<file path="src/rtl/bspld_pkg.sv">
// Package with the shared types and constants of the button press detector.
`timescale 1ns / 1ps

package bspld_pkg;

   // Default width of the held-duration counter.
   localparam int COUNT_WIDTH_DEFAULT = 16;

   // Field widths of the stream payloads.
   localparam int DEBOUNCE_WIDTH = 8;
   localparam int LONG_WIDTH     = 16;
   localparam int HELD_WIDTH     = 16;
   localparam int REQ_DATA_WIDTH = 8;
   localparam int RSP_DATA_WIDTH = 24;

   // Configuration port.
   localparam int CSR_INDEX_WIDTH = 1;
   localparam int CSR_DATA_WIDTH  = 16;

   localparam logic [CSR_INDEX_WIDTH-1:0] CSR_DEBOUNCE_TICKS   = 1'd0;
   localparam logic [CSR_INDEX_WIDTH-1:0] CSR_LONG_PRESS_TICKS = 1'd1;

   localparam logic [DEBOUNCE_WIDTH-1:0] DEBOUNCE_RESET   = 8'd10;
   localparam logic [LONG_WIDTH-1:0]     LONG_PRESS_RESET = 16'd3000;

   localparam logic [DEBOUNCE_WIDTH-1:0] STABLE_MAX = '1;

   typedef enum logic [1:0] {
      EVENT_NONE  = 2'd0,
      EVENT_SHORT = 2'd1,
      EVENT_LONG  = 2'd2
   } press_event_type;

   // Latched press state carried between the step logic and its registers.
   typedef struct packed {
      logic pressed;
      logic long_flag;
   } press_flags_type;

endpackage

</file>
<file path="src/rtl/bspld_step.sv">
// Next-state and result logic for one millisecond tick of the press detector.
`timescale 1ns / 1ps

module bspld_step #(
   parameter int COUNT_WIDTH = bspld_pkg::COUNT_WIDTH_DEFAULT
) (
   input  logic                                    button_level,
   input  logic [bspld_pkg::DEBOUNCE_WIDTH-1:0]    debounce_ticks,
   input  logic [bspld_pkg::LONG_WIDTH-1:0]        long_press_ticks,
   input  bspld_pkg::press_flags_type              flags_cur,
   input  logic [COUNT_WIDTH-1:0]                  hold_cur,
   input  logic [bspld_pkg::DEBOUNCE_WIDTH-1:0]    stable_cur,
   output bspld_pkg::press_flags_type              flags_next,
   output logic [COUNT_WIDTH-1:0]                  hold_next,
   output logic [bspld_pkg::DEBOUNCE_WIDTH-1:0]    stable_next,
   output bspld_pkg::press_event_type              press_event,
   output logic                                    press_held,
   output logic                                    long_reached,
   output logic [bspld_pkg::HELD_WIDTH-1:0]        held_ticks
);

   // Comparisons run at the wider of the counter and the 16-bit fields.
   localparam int CMP_WIDTH = (COUNT_WIDTH > bspld_pkg::LONG_WIDTH) ?
                              COUNT_WIDTH : bspld_pkg::LONG_WIDTH;
   localparam logic [COUNT_WIDTH-1:0] HOLD_MAX = '1;
   localparam logic [CMP_WIDTH-1:0] SHOWN_MAX =
      CMP_WIDTH'({bspld_pkg::HELD_WIDTH{1'b1}});

   logic [bspld_pkg::DEBOUNCE_WIDTH-1:0] stable_inc;
   logic                                 settled;
   logic [COUNT_WIDTH-1:0]               hold_inc;
   logic [CMP_WIDTH-1:0]                 hold_ext;
   logic                                 long_now;
   logic                                 release_seen;

   always_comb begin
      // A zero debounce setting is met by the very first disagreeing tick.
      stable_inc = (stable_cur == bspld_pkg::STABLE_MAX) ?
                   stable_cur : stable_cur + 1'b1;
      settled    = (stable_inc >= debounce_ticks);

      hold_inc = (hold_cur == HOLD_MAX) ? hold_cur : hold_cur + 1'b1;
      hold_ext = CMP_WIDTH'(hold_inc);
      long_now = flags_cur.long_flag ||
                 (hold_ext >= CMP_WIDTH'(long_press_ticks));

      flags_next   = flags_cur;
      hold_next    = hold_cur;
      stable_next  = stable_cur;
      press_event  = bspld_pkg::EVENT_NONE;
      release_seen = 1'b0;

      if (!flags_cur.pressed) begin
         if (button_level) begin
            if (settled) begin
               flags_next.pressed   = 1'b1;
               flags_next.long_flag = 1'b0;
               hold_next            = '0;
               stable_next          = '0;
            end else begin
               stable_next = stable_inc;
            end
         end else begin
            stable_next = '0;
         end
      end else begin
         // The release debounce ticks count towards the held duration as well.
         hold_next            = hold_inc;
         flags_next.long_flag = long_now;
         if (button_level) begin
            stable_next = '0;
         end else if (settled) begin
            release_seen         = 1'b1;
            press_event          = long_now ? bspld_pkg::EVENT_LONG :
                                              bspld_pkg::EVENT_SHORT;
            flags_next.pressed   = 1'b0;
            flags_next.long_flag = 1'b0;
            stable_next          = '0;
         end else begin
            stable_next = stable_inc;
         end
      end

      press_held   = flags_next.pressed;
      long_reached = flags_next.pressed && flags_next.long_flag;
      hold_ext     = CMP_WIDTH'(hold_next);
      held_ticks   = (hold_ext > SHOWN_MAX) ? {bspld_pkg::HELD_WIDTH{1'b1}} :
                     hold_ext[bspld_pkg::HELD_WIDTH-1:0];

      // The final duration is reported on the release tick, then cleared.
      if (release_seen) begin
         hold_next = '0;
      end
   end

endmodule

</file>
<file path="src/rtl/button_short_long_press_detector_unit.sv">
// Top level of the debounced button detector with short and long press events.
`timescale 1ns / 1ps

// Each req transaction is one millisecond tick carrying the sampled button
// level, and each one yields exactly one rsp transaction via the result register. The
// block takes a tick in every cycle: the step logic is a single pass from the
// current state registers to the result register, and req_tready stays high
// as long as the result register is empty or being taken in the same cycle.
// Press and release are accepted after debounce_ticks consecutive ticks; the
// release tick carries a short or long event and the final held duration.
// Configuration writes are taken at once and should only happen while idle.

module button_short_long_press_detector_unit #(
   parameter int COUNT_WIDTH = bspld_pkg::COUNT_WIDTH_DEFAULT
) (
   input  logic                                   clock,
   input  logic                                   reset,
   input  logic                                   req_tvalid,
   output logic                                   req_tready,
   // [0] button_level, [7:1] zero
   input  logic [bspld_pkg::REQ_DATA_WIDTH-1:0]   req_tdata,
   output logic                                   rsp_tvalid,
   input  logic                                   rsp_tready,
   // [1:0] press_event, [2] press_held, [3] long_reached, [19:4] held_ticks,
   // [23:20] zero
   output logic [bspld_pkg::RSP_DATA_WIDTH-1:0]   rsp_tdata,
   input  logic                                   csr_valid,
   output logic                                   csr_ready,
   input  logic [bspld_pkg::CSR_INDEX_WIDTH-1:0]  csr_index,
   input  logic [bspld_pkg::CSR_DATA_WIDTH-1:0]   csr_data
);

   logic [bspld_pkg::DEBOUNCE_WIDTH-1:0] debounce_ff;
   logic [bspld_pkg::LONG_WIDTH-1:0]     long_press_ff;

   bspld_pkg::press_flags_type           flags_ff;
   bspld_pkg::press_flags_type           flags_in;
   logic [COUNT_WIDTH-1:0]               hold_ff;
   logic [COUNT_WIDTH-1:0]               hold_in;
   logic [bspld_pkg::DEBOUNCE_WIDTH-1:0] stable_ff;
   logic [bspld_pkg::DEBOUNCE_WIDTH-1:0] stable_in;

   logic                                 rsp_valid_ff;
   logic                                 rsp_valid_in;
   logic [bspld_pkg::RSP_DATA_WIDTH-1:0] rsp_data_ff;
   logic [bspld_pkg::RSP_DATA_WIDTH-1:0] rsp_data_in;

   bspld_pkg::press_event_type           press_event;
   logic                                 press_held;
   logic                                 long_reached;
   logic [bspld_pkg::HELD_WIDTH-1:0]     held_ticks;
   logic                                 req_take;

   assign csr_ready  = 1'b1;
   assign req_tready = !rsp_valid_ff || rsp_tready;
   assign req_take   = req_tvalid && req_tready;
   assign rsp_tvalid = rsp_valid_ff;
   assign rsp_tdata  = rsp_data_ff;

   bspld_step #(
      .COUNT_WIDTH (COUNT_WIDTH)
   ) u_step (
      .button_level     (req_tdata[0]),
      .debounce_ticks   (debounce_ff),
      .long_press_ticks (long_press_ff),
      .flags_cur        (flags_ff),
      .hold_cur         (hold_ff),
      .stable_cur       (stable_ff),
      .flags_next       (flags_in),
      .hold_next        (hold_in),
      .stable_next      (stable_in),
      .press_event      (press_event),
      .press_held       (press_held),
      .long_reached     (long_reached),
      .held_ticks       (held_ticks)
   );

   always_comb begin
      rsp_valid_in = rsp_valid_ff && !rsp_tready;
      rsp_data_in  = rsp_data_ff;
      if (req_take) begin
         rsp_valid_in = 1'b1;
         rsp_data_in  = {4'b0000, held_ticks, long_reached, press_held,
                         press_event};
      end
   end

   always_ff @(posedge clock) begin
      if (reset) begin
         debounce_ff   <= bspld_pkg::DEBOUNCE_RESET;
         long_press_ff <= bspld_pkg::LONG_PRESS_RESET;
      end else if (csr_valid && csr_ready) begin
         unique case (csr_index)
            bspld_pkg::CSR_DEBOUNCE_TICKS: begin
               debounce_ff <= csr_data[bspld_pkg::DEBOUNCE_WIDTH-1:0];
            end
            bspld_pkg::CSR_LONG_PRESS_TICKS: begin
               long_press_ff <= csr_data[bspld_pkg::LONG_WIDTH-1:0];
            end
            default: begin
            end
         endcase
      end
   end

   always_ff @(posedge clock) begin
      if (reset) begin
         flags_ff     <= '0;
         hold_ff      <= '0;
         stable_ff    <= '0;
         rsp_valid_ff <= 1'b0;
      end else begin
         rsp_valid_ff <= rsp_valid_in;
         if (req_take) begin
            flags_ff  <= flags_in;
            hold_ff   <= hold_in;
            stable_ff <= stable_in;
         end
      end
   end

   always_ff @(posedge clock) begin
      rsp_data_ff <= rsp_data_in;
   end

endmodule
</file>
<file path="config.mk">
export PLATFORM = sky130hd
export DESIGN_NAME = button_short_long_press_detector_unit
export DESIGN_NICKNAME = d
export VERILOG_FILES = /design/src/rtl/bspld_pkg.sv /design/src/rtl/bspld_step.sv /design/src/rtl/button_short_long_press_detector_unit.sv
export SDC_FILE = /design/constraint.sdc
export NUM_CORES = 1
export LEC_CHECK = 0
export ABC_CLOCK_PERIOD_IN_PS = 6200
export BUFFER_PORTS_ARGS = -buffer_cell sky130_fd_sc_hd__buf_2
export CORE_MARGIN = 3
export CORE_UTILIZATION = 35
export CTS_BUF_LIST = sky130_fd_sc_hd__clkbuf_8
export DETAILED_ROUTE_END_ITERATION = 8
export SYNTH_ARGS = -nofsm -noshare
export SYNTH_HDL_FRONTEND = slang
export SYNTH_SLANG_ARGS = --single-unit
</file>
<file path="constraint.sdc">
create_clock -name clock -period 6.2 [get_ports clock]
set_input_delay 1.86 -clock clock [delete_from_list [all_inputs] [get_ports clock]]
set_output_delay 1.86 -clock clock [all_outputs]
set_load 0.02 [all_outputs]
</file>
### After elaboration in Yosys (flattened, before gate mapping)

Cells that the tools add are included.

| cells by class | value |
|---|---|
| $add $sub $neg | 2 |
| multiply operators | 0 |
| divide/modulo/power cells | 0 |
| $lt $le $gt $ge | 3 |
| equal/unequal tests | 2 |
| shift-type cells | 0 |
| multiplexer cells | 20 |
| bitwise logic cells | 3 |
| reductions and logical operators | 10 |

Operator list:

| operator | count |
|---|---|
| $mux 16 | 5 |
| $mux 8 | 5 |
| $add 16x1->16 const B | 1 |
| $eq 16x16->1 const B | 1 |
| $ge 16x16->1 | 1 |
| $gt 16x16->1 const B | 1 |
| $mux 2 | 6 |
| $add 8x1->8 const B | 1 |
| $eq 8x8->1 const B | 1 |
| $ge 8x8->1 | 1 |
| $mux 1 | 4 |
| $reduce_and 2->1 | 2 |
| $logic_and 1x1->1 | 3 |
| $not 1->1 | 3 |
| $reduce_or 3->1 | 1 |
| $logic_not 1->1 | 2 |
| $logic_or 1x1->1 | 2 |

| word-level totals | value |
|---|---|
| register bits after elaboration | 71 |
| bits in latches | 0 |
| bits in writable memories | 0 |
| ROM bits | 0 |
| logic and storage cells | 50 |
| memories | 0 |

### Depth between registers and ports, before layout

Gate-level depths: netlist (run 1).

| depth | value |
|---|---|
| depth after elaboration | 8 |
| gate-level depth with buffers | 14 |
| depth with buffers taken out | 12 |

### Cells and area by module

Synthesis (run 1) repeated with hierarchy kept, for this count alone.

| unflattened totals | value |
|---|---|
| cell total of the unflattened synthesis | 494 |
| area, all modules | 4440.5 µm² |

By module, submodules not included:

| module | times used | cells an instance | area each (µm²) | sequential area each (µm²) |
|---|---|---|---|---|
| button_short_long_press_detector_unit | 1 | 259 | 2777.7 | 1621.6 |
| bspld_step | 1 | 235 | 1662.8 | 0.0 |

### Least setup slack after synthesis (run 1)

OpenSTA, ideal clock, no wires.

| timing | value |
|---|---|
| kind | input to output |
| from | in rsp_tready |
| to | out req_tready |
| data arrival time | 2095 ps |
| path slack | 2245 ps |
| stages on the path | 1 |
| cells stage by stage | nand2b_1 |

| between the ends | value |
|---|---|
| longest elaborated chain between the ends | 1 |

Ends and longest elaborated chain:

| item | line | source |
|---|---|---|
| start: declaration | button_short_long_press_detector_unit.sv:23 | `input logic rsp_tready,` |
| $logic_or 1x1->1 | button_short_long_press_detector_unit.sv:55 | `assign req_tready = !rsp_valid_ff \|\| rsp_tready;` |
| end: declaration | button_short_long_press_detector_unit.sv:19 | `output logic req_tready,` |

Every way passes these cells.

### Final worst setup path (run 1)

Ends and elaborated chain as after synthesis.

==> results.txt, run 1 <==
Die W -> 114 um
RSZ-0062 raised after global routing -> false
# H-tree levels -> 3
Die Ht -> 114 um
Seq/Total Area, Yosys -> 39.9%
met3 usage -> 3.34%
hold path startpoint -> long_press_ff[2]$_SDFFE_PP0P_
max_slew headroom -> 38.4%
Synth top area share -> 25.1%
Hold Slack -> 0.457 ns
Crit. End Element -> output port
Worst-Margin Slew -> 0.923 ns
Syn-to-layout area delta -> 13.3%
Synth cell types -> 60
post-DP HPWL -> 6.93 mm
Routed WL -> 9.37 mm
Final period util -> 66.7%
cell taking the most area after synthesis -> dfxtp_1
Most Crowded Layer GR -> met2
CTS tree -> yes
CP required -> 4.34 ns
Setup WS pre-CTS -> 1.82 ns
Detail Route Antenna Nets -> 0
number of global-route vias before repair -> 3217
Final Util -> 41.5%
share of layout cells above drive strength 1 -> 15.0%
drt wl/cell -> 14.6 um
Mean Syn Cell Area -> 8.79 um^2
synth top area cells -> dfxtp_1 (25%), edfxtp_1 (15%), ha_1 (8.0%)
IO buf count -> 44
core region area -> 11100 um^2
Mapped Cells -> 462
Max-Cap Viols -> 0
RePlAce Congestion -> 0.802
post-placement cell count -> 624
commonest non-fill, non-tap cell in the layout -> nand2_1
die area -> 12900 um^2
number of synthesized flops with an enable pin -> 20
post-cts sizing count -> 0
worst vdd ir -> 0.114 mV
main flop type after synthesis -> dfxtp_1
CTS sink cnt -> 71
initial antenna violation count -> 0
clock latency on the worst-skew pair -> 0.34 ns
I/O pins -> 57
critical path arrival -> 2.28 ns
CTS root buffer -> clkbuf_8
Vias/cell -> 5.30
via count -> 3392
Max Fclk -> 242 MHz
Setup Skew -> 0.0116 ns
Post-CTS Hold Fix Bufs -> 0
FFs w/ async S/R, synth -> 0%
met2 GRT Util -> 25.5%
clk slew on worst S/H paths -> 0.08 ns
Critical Path Fanout Max -> 3
GR Overflow Total -> 0
TritonCTS buffer count -> 9
fin worst setup slack -> 2.06 ns
Hold Crit Class -> reg2reg
GR Util All Layers -> 14.9%
Startpoint Class -> primary input
CTS Buffer Depth -> 2
fin nets -> 551
ANT cells -> 0
Final Hold Vio Count -> 0
P per Cell Area -> 234 nW/um^2
Synth Register Bits -> 71
WS Path Type -> in2out
status -> completed
M1 GR Usage -> 18.5%
final count of pins violating max slew -> 0
largest net degree at the start of global routing -> 33
Synth Warn # -> 0
Initial Util -> 36.7%
Critical Path Start -> rsp_tready
fin cells -> 640
# rows -> 38
min Tclk post-route -> 4.14 ns
Post-Syn Area -> 4060 um^2
DR iter-0 viols -> 186
setup violators final -> 0
most frequent cells in the layout -> nand2_1 (70), dfxtp_1 (51), buf_2 (44)
DRC -> 0
first-pass GRT wire length -> 15.4 mm
TritonRoute pass-1 iters -> 4
Setup TNS -> 0 ns
Setup Buffers After CTS -> 0
Leak Pwr -> 0.00183 uW
R2R Path Start -> stable_ff[0]$_SDFFE_PP0P_
==> worst paths after layout <==
kind | to | cells after the start | slack, ns
worst max register to register | flags_ff[0]$_SDFFE_PP0P_ | 11 | 2.57
worst min-delay path | long_press_ff[2]$_SDFFE_PP0P_ | 2 | 0.46
worst max-delay path | req_tready | 3 | 2.06
worst min register to register | long_press_ff[2]$_SDFFE_PP0P_ | 2 | 0.46
==> layout make-up <==
| type | count | area [um^2] |
|---|---|---|
| well taps | 140 | 175 |
| multi-input cells | 333 | 2190 |
| repair buffers | 45 | 228 |
| flip-flops and latches | 71 | 1620 |
| inverters | 35 | 131 |
| fillers | 1115 | 6480 |
| clock inverters | 5 | 104 |
| clock buffers | 11 | 151 |
==> critical path, stage by stage <==
cell      delay (ns)
buf_2           0.09
nand2b_1        0.16
buf_2           0.17
==> logic make-up after synthesis <==
logic type                 after synthesis  share of synthesized area, %
and+or+nand+nor                        160                          19.0
AOI/OAI and AO/OA                      121                          21.6
DFF                                     71                          39.9
buffers and inverters                   61                          6.47
adders and majority gates               26                          8.01
xor gates and xnor gates                16                          3.45
muxes                                    5                          1.36
other                                    2                         0.185
==> metrics by stage <==
stage	total power (uW)	cell area, um^2
finish	1070	4600
global route	1120	4600
CTS	1090	4600
detailed placement	621	4340
global placement	618	4340
floorplan	588	4070
==> per-layer routing <==
metal	vias up	part of all wire [%]	wire (um)
met5	-	0	0
met1	1598	45	4200
met4	0	1.8	172
met3	12	4.0	377
met2	67	49	4620
li1	1715	-	-
==> power by group <==
| part | internal [uW] | switching (uW) | leakage, uW |
|---|---|---|---|
| combinational | 34.9 | 71.8 | 0.00108 |
| clock | 289 | 175 | 0.000130 |
| sequential | 494 | 10.4 | 0.000616 |
==> cell usage after synthesis (4+ instances only) <==
master    number
edfxtp_1      20
a31oi_1        7
nand3_1       12
and3_1         4
o211ai_1      12
nor3_1         6
or3_1          6
a211oi_1       4
buf_4          6
o21ai_0       13
nand2b_1       5
ha_1          26
o21ai_1        5
clkbuf_1      16
inv_1         34
and2_1         4
a32o_1         4
a22oi_1        8
dfxtp_1       51
a21oi_1       31
nand4_1        9
nand2_1       70
mux2_2         4
a22o_1         7
nor2_1        31
xnor2_1       13
o21a_1         5
==> flip-flops by register name (all words and copies together), names as in the netlist <==
signal / flops
rsp_tdata: 20
hold_ff: 16
rsp_tvalid: 1
stable_ff: 8
long_press_ff: 16
debounce_ff: 8
flags_ff: 2
Power figures use the tool's default switching activity.
==> run 2: changes to the inputs <==
Settings changed: ABC_CLOCK_PERIOD_IN_PS 6200 to 4050.
Clock period 6.2 ns to 4.05 ns, I/O delays scaled along.
==> run 2 against run 1 <==
  * Via count increased by 0.12%
  * Die area unchanged
  * Combinational power grew 56%
  * Critical path depth grew 8
  * Core utilization is 0.25 points lower
  * Critical path type is now reg2reg
  * Critical endpoint is now flags_ff[0]$_SDFFE_PP0P_
  * Highest routed layer unchanged
==> results.txt, run 2 (same netlist as run 1, synthesis figures left out) <==
Post-CTS Hold Fix Bufs -> 0
WS Path Type -> reg2reg
worst vdd ir -> 0.153 mV
Setup Skew -> 0.0112 ns
drt wl/cell -> 14.8 um
share of layout cells above drive strength 1 -> 14.9%
initial antenna violation count -> 0
first-pass GRT wire length -> 15.7 mm
filler cell count -> 1127
Max-Cap Viols -> 0
RePlAce Congestion -> 0.869
DR iter-0 viols -> 179
Vias/cell -> 5.28
most used cell, CP -> ha_1
Max Fclk -> 281 MHz
Hold Slack -> 0.458 ns
Final Hold Vio Count -> 0
Setup TNS -> 0 ns
CTS tree -> yes
GR Overflow Total -> 0
TritonCTS buffer count -> 9
Final Util -> 41.3%
via count -> 3396
Final period util -> 87.8%
Critical Path Fanout Max -> 10
GR Util All Layers -> 15.4%
ANT cells -> 0
commonest non-fill, non-tap cell in the layout -> nand2_1
RSZ-0062 raised after global routing -> false
overall power -> 1540 uW
Leak Pwr -> 0.00183 uW
clk slew on worst S/H paths -> 0.07 ns
Die W -> 114 um
CTS Buffer Depth -> 2
# rows -> 38
fin nets -> 554
most frequent cells in the layout -> nand2_1 (70), dfxtp_1 (51), buf_2 (44)
Startpoint Class -> flip-flop
Hold Crit Class -> reg2reg
Worst-Margin Slew -> 0.904 ns
Setup Buffers After CTS -> 0
I/O pins -> 57
Buffers & Inverters on Critical Path -> 0
core region area -> 11100 um^2
status -> completed
final count of pins violating max slew -> 0
post-cts sizing count -> 0
TritonRoute pass-1 iters -> 4
Worst path max stage delay -> 0.55 ns
max FFs per register -> 20
clock latency on the worst-skew pair -> 0.36 ns
setup violators final -> 0
slowest CP cell -> a211oi_2
P per Cell Area -> 338 nW/um^2
Syn-to-layout area delta -> 12.6%
DRC -> 0
CTS sink cnt -> 71
largest net degree at the start of global routing -> 33
post-DP HPWL -> 7.02 mm
CTS root buffer -> clkbuf_8
Crit. End Element -> flip-flop
Largest delay share family, worst path -> compound AO/OA/AOI/OAI gates
CP required -> 4.32 ns
IO buf count -> 44
cell breakdown of the critical path -> ha_1 > nand2_1 > or3_1 > xnor2_1 > ha_1 > nand2b_1 > a2111oi_4 > o21ai_4 > a211oi_2 > nor2_1 > a211oi_1
# H-tree levels -> 3
min Tclk post-route -> 3.55 ns
Detail Route Antenna Nets -> 0
Initial Util -> 36.7%
die area -> 12900 um^2
number of global-route vias before repair -> 3213
max_slew headroom -> 39.6%
Routed WL -> 9.49 mm
Die Ht -> 114 um
critical path arrival -> 3.83 ns
[run 2: final cells by class]
| cell class | count | area [um^2] | area share (%) |
|---|---|---|---|
| inverters | 35 | 131 | 2.87 |
| multi-input cells | 333 | 2190 | 47.9 |
| clock buffers | 9 | 124 | 2.71 |
| clock inverters | 7 | 81.3 | 1.78 |
| flip-flops and latches | 71 | 1620 | 35.5 |
| well taps | 140 | 175 | 3.83 |
| repair buffers | 48 | 250 | 5.47 |
[run 2: metrics by stage]
| step | cells | area, um^2 | setup slack [ns] |
|---|---|---|---|
| global route | 643 | 4570 | 0.197 |
| finish | 643 | 4570 | 0.496 |
| floorplan | 465 | 4070 | 0.910 |
| CTS | 643 | 4570 | 0.503 |
| detailed placement | 627 | 4370 | 0.527 |
| global placement | 627 | 4370 | 0.589 |
[run 2: final timing paths]
check | depth (start not counted) | start | to | slack [ns]
min | 2 | long_press_ff[1]$_SDFFE_PP0P_ | long_press_ff[1]$_SDFFE_PP0P_ | 0.46
max | 11 | stable_ff[0]$_SDFFE_PP0P_ | flags_ff[0]$_SDFFE_PP0P_ | 0.50
min reg2reg | 2 | long_press_ff[1]$_SDFFE_PP0P_ | long_press_ff[1]$_SDFFE_PP0P_ | 0.46
max reg2reg | 11 | stable_ff[0]$_SDFFE_PP0P_ | flags_ff[0]$_SDFFE_PP0P_ | 0.50
[run 2: power by group]
group / switching (uW) / internal, uW / leakage (uW) / total (uW)
Combinational: 111 / 56.1 / 0.00109 / 167
Clock: 267 / 338 / 0.000117 / 605
Sequential: 15.7 / 756 / 0.000616 / 772
[run 2: worst reg2reg max path: stages, from the launching register on]
cell and delay [ns]:
dfxtp_1 0.41, ha_1 0.25, nand2_1 0.12, or3_1 0.53, xnor2_1 0.18, ha_1 0.28, nand2b_1 0.17, a2111oi_4 0.44
o21ai_4 0.20, a211oi_2 0.55, nor2_1 0.17, a211oi_1 0.18
[run 2: routing by layer]
layer	global-route usage [%]	wire, um	up-vias
met4	6.81	275	0
met5	0	0	-
met2	25.0	4400	80
li1	-	-	1716
met3	3.77	496	22
met1	19.5	4310	1578
